**src/hw/rtl/vor_pkg.sv**
```systemverilog
`timescale 1ns / 1ps
// ----------------------------------------------------------------------------
// vor_pkg
// Shared types and constants of the voltage optimization regulator: field
// widths, register indexes, phase encoding and the divide-by-100 reciprocal.
// ----------------------------------------------------------------------------
package vor_pkg;

  // field widths
  localparam int unsigned VOLT_W = 16;
  localparam int unsigned CUR_W  = 16;
  localparam int unsigned SECS_W = 16;
  localparam int unsigned TIME_W = 32;
  localparam int unsigned PCT_W  = 7;
  localparam int unsigned CODE_W = 3;

  // stream and config port widths
  localparam int unsigned IN_DATA_W  = 104;
  localparam int unsigned OUT_DATA_W = 40;
  localparam int unsigned CFG_ADDR_W = 3;
  localparam int unsigned CFG_DATA_W = 16;

  // averaging window default
  localparam int unsigned AVG_SAMPLES_DEF = 30;

  // v * pct product and exact reciprocal of 100 for products below 2^23
  localparam int unsigned PROD_W      = VOLT_W + PCT_W;
  localparam int unsigned RECIP_W     = 24;
  localparam int unsigned RECIP_SHIFT = 30;
  localparam logic [RECIP_W-1:0] RECIP_MUL = 24'd10737419;
  localparam int unsigned DEV_W       = PROD_W + RECIP_W - RECIP_SHIFT;

  // register reset values
  localparam logic [SECS_W-1:0] START_DELAY_RST = 16'd60;
  localparam logic [SECS_W-1:0] PAUSE_RST       = 16'd60;
  localparam logic [PCT_W-1:0]  SCALE_RST       = 7'd10;
  localparam logic [VOLT_W-1:0] STEP_RST        = 16'd10;
  localparam logic [VOLT_W-1:0] BASE_RST        = 16'd3800;
  localparam logic [CUR_W-1:0]  RATED_RST       = 16'd1000;

  // configuration register indexes
  typedef enum logic [CFG_ADDR_W-1:0] {
    REG_ENABLE      = 3'd0,
    REG_START_DELAY = 3'd1,
    REG_PAUSE       = 3'd2,
    REG_SCALE       = 3'd3,
    REG_STEP        = 3'd4,
    REG_BASE        = 3'd5,
    REG_RATED       = 3'd6
  } cfg_reg_e;

  // regulator phases, one-hot
  typedef enum logic [6:0] {
    PH_IDLE  = 7'b0000001,
    PH_WAIT  = 7'b0000010,
    PH_DOWN  = 7'b0000100,
    PH_CLEAR = 7'b0001000,
    PH_AVG   = 7'b0010000,
    PH_UP    = 7'b0100000,
    PH_PAUSE = 7'b1000000
  } phase_e;

  // reported state codes
  localparam logic [CODE_W-1:0] CODE_IDLE  = 3'd0;
  localparam logic [CODE_W-1:0] CODE_WAIT  = 3'd1;
  localparam logic [CODE_W-1:0] CODE_DOWN  = 3'd2;
  localparam logic [CODE_W-1:0] CODE_CLEAR = 3'd3;
  localparam logic [CODE_W-1:0] CODE_AVG   = 3'd4;
  localparam logic [CODE_W-1:0] CODE_UP    = 3'd5;
  localparam logic [CODE_W-1:0] CODE_PAUSE = 3'd6;

  // bounds of one captured point
  typedef struct packed {
    logic [VOLT_W-1:0] ceiling;
    logic [VOLT_W-1:0] floor;
  } bounds_t;

endpackage

```
**src/hw/rtl/vor_bounds.sv**
```systemverilog
`timescale 1ns / 1ps
// ----------------------------------------------------------------------------
// vor_bounds
// Turns a registered v * scale_pct product into the deviation
// floor(v * pct / 100) and the ceiling and floor of the captured point.
// ----------------------------------------------------------------------------
module vor_bounds import vor_pkg::*; (
  input  logic [PROD_W-1:0] prod_i,
  input  logic [VOLT_W-1:0] volts_i,
  input  logic [VOLT_W-1:0] base_i,
  output bounds_t           bounds_o
);

  localparam int unsigned MUL_W = PROD_W + RECIP_W;

  logic [MUL_W-1:0]  recip_prod;
  logic [DEV_W-1:0]  dev;
  logic [DEV_W:0]    hi;

  // divide by 100 through the reciprocal
  assign recip_prod = MUL_W'(prod_i) * MUL_W'(RECIP_MUL);
  assign dev        = recip_prod[RECIP_SHIFT +: DEV_W];

  // ceiling capped at base voltage, floor clamped at zero
  assign hi = (DEV_W + 1)'(volts_i) + (DEV_W + 1)'(dev);

  always_comb begin
    if (hi > (DEV_W + 1)'(base_i)) begin
      bounds_o.ceiling = base_i;
    end else begin
      bounds_o.ceiling = hi[VOLT_W-1:0];
    end
    if (dev > DEV_W'(volts_i)) begin
      bounds_o.floor = '0;
    end else begin
      bounds_o.floor = volts_i - dev[VOLT_W-1:0];
    end
  end

endmodule

```
**src/hw/rtl/voltage_optimization_regulator_core.sv**
```systemverilog
`timescale 1ns / 1ps
// A tick request accepted on s_axis is loaded into the input register, passes the
//   regulator step and is loaded into the result register, from which it shows on m_axis.
// Throughput: one tick request per cycle while m_axis is not stalled, through an input
//   register and a result register with the regulator step between them.
// Reset: rst_ni clears the phase to idle, the point and bound state to zero
//   and the config registers to their defaults; no stream request is pending.
// ----------------------------------------------------------------------------
// voltage_optimization_regulator_core
// Per-tick V/f point optimizer: steps both points around the present frequency down while
// the averaged current neither rises nor exceeds the rated current, else back up.
// ----------------------------------------------------------------------------
module voltage_optimization_regulator_core import vor_pkg::*; #(
  parameter int unsigned AVG_SAMPLES = AVG_SAMPLES_DEF
) (
  input  logic                  clk_i,
  input  logic                  rst_ni,
  // config write channel
  input  logic                  cfg_valid_i,
  output logic                  cfg_ready_o,
  input  logic [CFG_ADDR_W-1:0] cfg_addr_i,
  input  logic [CFG_DATA_W-1:0] cfg_data_i,
  // tick requests
  input  logic                  s_axis_tvalid,
  output logic                  s_axis_tready,
  // motor_stopping, motor_running, secs_since_start, freq_at_target,
  // point_found, upper_point_volts, lower_point_volts, avg_current, now_s
  input  logic [IN_DATA_W-1:0]  s_axis_tdata,
  // results
  output logic                  m_axis_tvalid,
  input  logic                  m_axis_tready,
  // state_code, points_written, new_upper_volts, new_lower_volts
  output logic [OUT_DATA_W-1:0] m_axis_tdata
);

  localparam int unsigned CNT_W = $clog2(AVG_SAMPLES + 1);
  localparam int unsigned SUM_W = CUR_W + CNT_W;
  localparam logic [SUM_W-1:0] AVG_K = SUM_W'(AVG_SAMPLES);
  localparam logic [CNT_W-1:0] AVG_N = CNT_W'(AVG_SAMPLES);

  // config registers
  logic              enable_q;
  logic [SECS_W-1:0] start_delay_q;
  logic [SECS_W-1:0] pause_period_q;
  logic [PCT_W-1:0]  scale_q;
  logic [VOLT_W-1:0] step_q;
  logic [VOLT_W-1:0] base_q;
  logic [CUR_W-1:0]  rated_q;

  assign cfg_ready_o = 1'b1;

  always_ff @(posedge clk_i or negedge rst_ni) begin
    if (!rst_ni) begin
      enable_q       <= 1'b0;
      start_delay_q  <= START_DELAY_RST;
      pause_period_q <= PAUSE_RST;
      scale_q        <= SCALE_RST;
      step_q         <= STEP_RST;
      base_q         <= BASE_RST;
      rated_q        <= RATED_RST;
    end else if (cfg_valid_i) begin
      unique case (cfg_reg_e'(cfg_addr_i))
        REG_ENABLE:      enable_q       <= cfg_data_i[0];
        REG_START_DELAY: start_delay_q  <= cfg_data_i;
        REG_PAUSE:       pause_period_q <= cfg_data_i;
        REG_SCALE:       scale_q        <= cfg_data_i[PCT_W-1:0];
        REG_STEP:        step_q         <= cfg_data_i;
        REG_BASE:        base_q         <= cfg_data_i;
        REG_RATED:       rated_q        <= cfg_data_i;
        default: ;
      endcase
    end
  end

  // handshake of the two register stages
  logic in_valid_q, out_valid_q;
  logic advance, s_fire, tick;

  assign advance       = !out_valid_q || m_axis_tready;
  assign s_axis_tready = !in_valid_q || advance;
  assign s_fire        = s_axis_tvalid && s_axis_tready;
  assign tick          = in_valid_q && advance;

  always_ff @(posedge clk_i or negedge rst_ni) begin
    if (!rst_ni) begin
      in_valid_q  <= 1'b0;
      out_valid_q <= 1'b0;
    end else begin
      in_valid_q  <= s_fire || (in_valid_q && !advance);
      out_valid_q <= tick || (out_valid_q && !m_axis_tready);
    end
  end

  // input register, with the bound products formed on the way in
  logic              stopping_q, running_q, at_target_q, found_q;
  logic [SECS_W-1:0] secs_q;
  logic [VOLT_W-1:0] up_in_q, lo_in_q;
  logic [CUR_W-1:0]  cur_q;
  logic [TIME_W-1:0] now_q;
  logic [PROD_W-1:0] up_prod_q, lo_prod_q;

  always_ff @(posedge clk_i) begin
    if (s_fire) begin
      stopping_q  <= s_axis_tdata[0];
      running_q   <= s_axis_tdata[1];
      secs_q      <= s_axis_tdata[17:2];
      at_target_q <= s_axis_tdata[18];
      found_q     <= s_axis_tdata[19];
      up_in_q     <= s_axis_tdata[35:20];
      lo_in_q     <= s_axis_tdata[51:36];
      cur_q       <= s_axis_tdata[67:52];
      now_q       <= s_axis_tdata[99:68];
      up_prod_q   <= PROD_W'(s_axis_tdata[35:20]) * PROD_W'(scale_q);
      lo_prod_q   <= PROD_W'(s_axis_tdata[51:36]) * PROD_W'(scale_q);
    end
  end

  // bounds of the captured points
  bounds_t up_bnd, lo_bnd;

  vor_bounds u_up_bounds (
    .prod_i   (up_prod_q),
    .volts_i  (up_in_q),
    .base_i   (base_q),
    .bounds_o (up_bnd)
  );

  vor_bounds u_lo_bounds (
    .prod_i   (lo_prod_q),
    .volts_i  (lo_in_q),
    .base_i   (base_q),
    .bounds_o (lo_bnd)
  );

  // step helpers
  function automatic logic [VOLT_W-1:0] step_down(
    input logic [VOLT_W-1:0] v,
    input logic [VOLT_W-1:0] stp,
    input logic [VOLT_W-1:0] fl
  );
    logic [VOLT_W-1:0] r;
    r = v - stp;
    if (stp > v || r < fl) begin
      return fl;
    end
    return r;
  endfunction

  function automatic logic [VOLT_W-1:0] step_up(
    input logic [VOLT_W-1:0] v,
    input logic [VOLT_W-1:0] stp,
    input logic [VOLT_W-1:0] cl
  );
    logic [VOLT_W:0] r;
    r = (VOLT_W + 1)'(v) + (VOLT_W + 1)'(stp);
    if (r > (VOLT_W + 1)'(cl)) begin
      return cl;
    end
    return r[VOLT_W-1:0];
  endfunction

  function automatic logic [CODE_W-1:0] phase_code(input phase_e ph);
    logic [CODE_W-1:0] c;
    unique case (ph)
      PH_IDLE:  c = CODE_IDLE;
      PH_WAIT:  c = CODE_WAIT;
      PH_DOWN:  c = CODE_DOWN;
      PH_CLEAR: c = CODE_CLEAR;
      PH_AVG:   c = CODE_AVG;
      PH_UP:    c = CODE_UP;
      PH_PAUSE: c = CODE_PAUSE;
      default:  c = CODE_IDLE;
    endcase
    return c;
  endfunction

  // regulator state
  phase_e            phase_q, phase_d;
  logic [VOLT_W-1:0] upper_q, upper_d, lower_q, lower_d;
  logic [VOLT_W-1:0] up_ceil_q, up_ceil_d, up_floor_q, up_floor_d;
  logic [VOLT_W-1:0] lo_ceil_q, lo_ceil_d, lo_floor_q, lo_floor_d;
  logic [CUR_W-1:0]  ref_cur_q, ref_cur_d;
  logic [SUM_W-1:0]  sum_q, sum_d;
  logic [CNT_W-1:0]  cnt_q, cnt_d;
  logic [TIME_W-1:0] pause_start_q, pause_start_d;
  logic              written;
  phase_e            ph_entry;
  logic [SUM_W-1:0]  lim_ref, lim_rated;
  logic [TIME_W-1:0] elapsed;

  assign lim_ref   = AVG_K * SUM_W'(ref_cur_q);
  assign lim_rated = AVG_K * SUM_W'(rated_q);
  assign elapsed   = now_q - pause_start_q;

  // one regulator tick
  always_comb begin
    phase_d       = phase_q;
    upper_d       = upper_q;
    lower_d       = lower_q;
    up_ceil_d     = up_ceil_q;
    up_floor_d    = up_floor_q;
    lo_ceil_d     = lo_ceil_q;
    lo_floor_d    = lo_floor_q;
    ref_cur_d     = ref_cur_q;
    sum_d         = sum_q;
    cnt_d         = cnt_q;
    pause_start_d = pause_start_q;
    written       = 1'b0;

    // disabled or stopping motor forces idle
    ph_entry = (!enable_q || stopping_q) ? PH_IDLE : phase_q;

    unique case (ph_entry)
      PH_IDLE: begin
        phase_d = running_q ? PH_WAIT : PH_IDLE;
      end
      PH_WAIT: begin
        phase_d = PH_WAIT;
        if (secs_q > start_delay_q && at_target_q && found_q) begin
          upper_d    = up_in_q;
          lower_d    = lo_in_q;
          up_ceil_d  = up_bnd.ceiling;
          up_floor_d = up_bnd.floor;
          lo_ceil_d  = lo_bnd.ceiling;
          lo_floor_d = lo_bnd.floor;
          phase_d    = PH_DOWN;
        end
      end
      PH_DOWN: begin
        if (upper_q <= up_floor_q && lower_q <= lo_floor_q) begin
          phase_d       = PH_PAUSE;
          pause_start_d = now_q;
        end else begin
          ref_cur_d = cur_q;
          upper_d   = step_down(upper_q, step_q, up_floor_q);
          lower_d   = step_down(lower_q, step_q, lo_floor_q);
          written   = 1'b1;
          phase_d   = PH_CLEAR;
        end
      end
      PH_CLEAR: begin
        cnt_d   = '0;
        sum_d   = '0;
        phase_d = PH_AVG;
      end
      PH_AVG: begin
        phase_d = PH_AVG;
        if (cnt_q < AVG_N) begin
          sum_d = sum_q + SUM_W'(cur_q);
          cnt_d = cnt_q + CNT_W'(1);
        end else if (sum_q > lim_ref || sum_q > lim_rated) begin
          phase_d = PH_UP;
        end else begin
          phase_d = PH_DOWN;
        end
      end
      PH_UP: begin
        upper_d       = step_up(upper_q, step_q, up_ceil_q);
        lower_d       = step_up(lower_q, step_q, lo_ceil_q);
        written       = 1'b1;
        phase_d       = PH_PAUSE;
        pause_start_d = now_q;
      end
      PH_PAUSE: begin
        phase_d = (elapsed > TIME_W'(pause_period_q)) ? PH_DOWN : PH_PAUSE;
      end
      default: begin
        phase_d = PH_IDLE;
      end
    endcase
  end

  always_ff @(posedge clk_i or negedge rst_ni) begin
    if (!rst_ni) begin
      phase_q       <= PH_IDLE;
      upper_q       <= '0;
      lower_q       <= '0;
      up_ceil_q     <= '0;
      up_floor_q    <= '0;
      lo_ceil_q     <= '0;
      lo_floor_q    <= '0;
      ref_cur_q     <= '0;
      sum_q         <= '0;
      cnt_q         <= '0;
      pause_start_q <= '0;
    end else if (tick) begin
      phase_q       <= phase_d;
      upper_q       <= upper_d;
      lower_q       <= lower_d;
      up_ceil_q     <= up_ceil_d;
      up_floor_q    <= up_floor_d;
      lo_ceil_q     <= lo_ceil_d;
      lo_floor_q    <= lo_floor_d;
      ref_cur_q     <= ref_cur_d;
      sum_q         <= sum_d;
      cnt_q         <= cnt_d;
      pause_start_q <= pause_start_d;
    end
  end

  // result register
  logic [CODE_W-1:0] out_code_q;
  logic              out_written_q;
  logic [VOLT_W-1:0] out_upper_q, out_lower_q;

  always_ff @(posedge clk_i) begin
    if (tick) begin
      out_code_q    <= phase_code(phase_d);
      out_written_q <= written;
      out_upper_q   <= upper_d;
      out_lower_q   <= lower_d;
    end
  end

  assign m_axis_tvalid = out_valid_q;
  assign m_axis_tdata  = {4'b0000, out_lower_q, out_upper_q, out_written_q, out_code_q};

  // a point write only comes out of a step down or a step up
  assert property (@(posedge clk_i) disable iff (!rst_ni)
    (out_valid_q && out_written_q) |-> (out_code_q == CODE_CLEAR || out_code_q == CODE_PAUSE))
    else $error("point write reported outside a step");

  // a disabled regulator or a stopping motor never gets past waiting
  assert property (@(posedge clk_i) disable iff (!rst_ni)
    (tick && (!enable_q || stopping_q)) |=> (out_code_q == CODE_IDLE || out_code_q == CODE_WAIT))
    else $error("forced idle not honored");

  // sample counter stays inside the window
  assert property (@(posedge clk_i) disable iff (!rst_ni)
    cnt_q <= AVG_N)
    else $error("sample count beyond averaging window");

  // a held result is not overwritten by the next tick
  assert property (@(posedge clk_i) disable iff (!rst_ni)
    (out_valid_q && !m_axis_tready) |-> !tick)
    else $error("tick advanced over a stalled result");

  // an actual step down leaves both points at or above their floors
  assert property (@(posedge clk_i) disable iff (!rst_ni)
    (tick && phase_q == PH_DOWN && enable_q && !stopping_q
      && (upper_q > up_floor_q || lower_q > lo_floor_q))
      |=> (upper_q >= up_floor_q && lower_q >= lo_floor_q))
    else $error("step down went below a floor");

endmodule
```
**config.mk**
```make
export PLATFORM = sky130hd
export DESIGN_NAME = voltage_optimization_regulator_core
export DESIGN_NICKNAME = d
export VERILOG_FILES = /design/src/hw/rtl/vor_pkg.sv /design/src/hw/rtl/vor_bounds.sv /design/src/hw/rtl/voltage_optimization_regulator_core.sv
export SDC_FILE = /design/constraint.sdc
export NUM_CORES = 2
export LEC_CHECK = 0
export BUFFER_PORTS_ARGS = -buffer_cell sky130_fd_sc_hd__buf_2
export CORE_AREA = 2 2 321 323
export CTS_CLUSTER_SIZE = 10
export DETAILED_ROUTE_END_ITERATION = 7
export DIE_AREA = 0 0 323 325
export PLACE_DENSITY = 0.77
export SYNTH_ARGS = -nofsm -noshare
export SYNTH_HDL_FRONTEND = slang
export SYNTH_HIERARCHICAL = 1
export SYNTH_SLANG_ARGS = --single-unit
export TNS_END_PERCENT = 30
```
**constraint.sdc**
```tcl
create_clock -name clk_i -period 14.21 [get_ports clk_i]
set_clock_uncertainty 0.2 [all_clocks]
set_input_delay 0.7105 -clock clk_i [delete_from_list [all_inputs] [get_ports clk_i]]
set_output_delay 0.7105 -clock clk_i [all_outputs]
set_load 0.05 [all_outputs]
```
==> metrics.yaml <==
status:
  status: "finished, final reports clean"
sta:
  max_slew_margin_pct: 16.96
  period_minus_slack_ns: 12.20
  period_share_pct: 85.88
  setup_tns_ns: 0
  finalMaxSlewViolations: 0
  setup_slack_ns: 2.006
  fmax_ghz: 0.08194
  grt_setup_unrepaired: "false"
  finalSetupViolations: 0
  tightest_slew_ns: 1.244
  finalHoldViolCount: 0
  timing.hold.ws_ns: 0.02987
drt:
  first_pass_iters: 7
  first_iter_violations: 3544
  drc: 0
  ant_nets: 0
  wire_per_inst_um: 20.67
  vias: 46031
  finalWirelength_um: 162500
  vias_per_cell: 5.856
synth:
  synth_top_area_share_pct: 21.29
  synth_flop_cell: "dfrtp_1"
  synth_edf_count: 182
  yosysTopAreaCell: "ha_1"
  ys_seq_area_share_pct: 20.16
  ys_types: 114
  synthArstFlopShare_pct: 59.47
  ys_top_cells_by_area: "ha_1, fa_1, dfrtp_1, edfxtp_1, inv_1"
  syn_area_sq_um: 60420
  synth_cells: 6288
  synth-seq-cells: 449
  ys_top_cells_by_count: "inv_1, ha_1, fa_1, nand2_1, a21oi_1"
  yosys.cell_count.top_type: "inv_1"
  avgSynthCellArea_sq_um: 9.609
  ys_warn_count: 6
setup_path:
  r2r_start: "lo_prod_q[14]"
  worst_ep_arrival_time_ns: 12.51
  end_kind: "flop"
  timing.rr.end: "lo_ceil_q[1]"
  reg2reg_depth: 38
  cp.required_ns: 14.51
  reg2reg_slack_ns: 2.01
  critPathKind: "flop to flop"
  cp-startpoint: "lo_prod_q[14]"
  crit_slowest_cell: "o31ai_1"
  cpPeakStageDelay_ns: 0.67
  crit_path_frequent_cell: "fa_1"
  critical_path.max_fanout: 16
  worstSetupStartpointType: "flop"
floorplanning:
  die_h_um: 325
  core_area_sq_um: 101300
  start_util_pct: 59.65
  fp-row-count: 117
  design.portCount: 171
  die_area_sq_um: 105000
  fp.dieW_um: 323
finish:
  syn_to_final_growth_pct: 7.277
  fin_nets: 8177
  drive_above_1_share_pct: 8.615
  utilization_pct: 63.99
  multiInputGateArea_sq_um: 43350
  nFillCells: 8383
  seqCellArea_sq_um: 12180
clock_network:
  cts_tree: "yes"
  cts_buffers: 56
  clockRootBuffer: "clkbuf_16"
  cts_buffer_depth: 3
  clkTransAtPathRegs_ns: 0.06
  htreeDepth: 2
  cts_resized: 0
  cts_sinks: 449
  clock_latency_ns: 0.68
flow_run:
  drv_cap: 0
grt:
  grtUsageTotal_pct: 31.44
  grt_pass1_wl_um: 259300
  grt_max_degree: 161
  grt_pass1_vias: 47484
  grt.overflow.total: 0
  antenna_found_initial: 8
worst_hold_path:
  whs_path_depth: 1
  worstHoldStart: "s_axis_tdata[96]"
  min_path_type: "primary input to flop"
  min_to: "now_q[28]"
place:
  place_congestion: 0.9655
  place_ws_ns: 2.240
  hpwl_um: 130300
  numPortBuffers: 161
worst max-delay path: cells and delay by family (launching register included):
kind	cells	cell delay, ns
and+or+nand+nor	10	2.25
AOI/OAI and AO/OA	10	3.14
xor gates and xnor gates	1	0.27
buffers and inverters	5	0.60
adders and majority gates	10	4.30
DFF	1	0.65
muxes	2	0.63
placed cells by master (no fill, tap or decap), types with 33 or more instances in the layout:
master         Yosys  routed
inv_1           1128    1127
o21ai_0          245     245
nand2b_1          46      46
a21oi_1          321     321
mux2_2           161     161
a21o_1           111     111
o21bai_1          33      33
a31oi_1           36      36
ha_1            1028    1028
dfrtp_1          241     241
buf_2             34     160
nand2_1          450     449
dlygate4sd3_1      0      52
nand3_1           82      82
and2_1            88      87
nor2b_1           59      59
xor2_1           104     104
fa_1             580     580
o21a_1            41      41
edfxtp_1         182     182
mux2i_1           47      47
nor3_1            96      95
xnor2_1          154     154
clkbuf_16          0      57
nand4_1           61      61
nor2_1           276     275
a211oi_1          40      40
sequential cells by signal, indices dropped and copies added (netlist names), 16 cells and up:
register	flops
lower_q	16
pause_period_q	16
lo_floor_q	16
cur_q	16
up_floor_q	16
sum_q	21
step_q	16
rated_q	16
now_q	32
ref_cur_q	16
lo_prod_q	23
base_q	16
secs_q	16
lo_ceil_q	16
pause_start_q	32
out_lower_q	16
out_upper_q	16
upper_q	16
up_ceil_q	16
up_in_q	16
start_delay_q	16
lo_in_q	16
up_prod_q	23
cell type report:
| type | count | share of cell area, % |
|---|---|---|
| diodes | 4 | 0.01544 |
| well taps | 1368 | 2.641 |
| clock inverters | 12 | 0.2065 |
| repair buffers | 242 | 2.417 |
| multi-input cells | 4559 | 66.88 |
| inverters | 1133 | 6.561 |
| clock buffers | 94 | 2.492 |
| flip-flops and latches | 449 | 18.79 |
cell families (layout without fill, tap and decap cells):
kind of cell / Yosys count / in the layout / share of synthesized area [%]
fa+ha+maj: 1608 / 1608 / 40.50
simple gates: 1321 / 1321 / 10.59
buf+inv: 1283 / 1481 / 8.204
compound gates: 1134 / 1134 / 12.49
flops: 449 / 449 / 20.16
xor+xnor: 258 / 258 / 3.740
mux: 233 / 233 / 4.307
other cells: 2 / 9 / 0.01243
layer usage:
layer	track usage (%)	routed length [um]	share of wire [%]	vias up
met4	11.42	6327	3.9	8
met3	4.321	9835	6.1	318
met2	51.54	76460	47	1446
met1	42.52	69810	43	22682
met5	0	50	0.031	-
li1	-	-	-	21577
metrics by stage:
step                      cell area (sq um)  instances
after floorplan                       60430       6291
after global placement                62540       7699
after detailed placement              62540       7699
after CTS                             64810       7857
after global routing                  64810       7857
final                                 64820       7861
worst max-delay path by stage:
stage / slack (ns) / end / cells past startpoint
detailed placement: 2.24 / lo_ceil_q[3] / 38
global placement: 2.38 / lo_ceil_q[3] / 38
floorplan: 3.71 / lo_ceil_q[10] / 39
finish: 2.01 / lo_ceil_q[1] / 38
CTS: 2.12 / lo_ceil_q[1] / 38
global route: 1.39 / lo_ceil_q[3] / 38
repair_timing:
action                                  in CTS  in global routing
endpoints found under the setup margin       0                  0
hold buffers                                52                  0
setup buffers                                0                  0
hold endpoints to repair                   141                  0
Power is left out: the tool's default activity adds up to more than one toggle a clock period on the data nets, which glitch-free logic cannot reach.
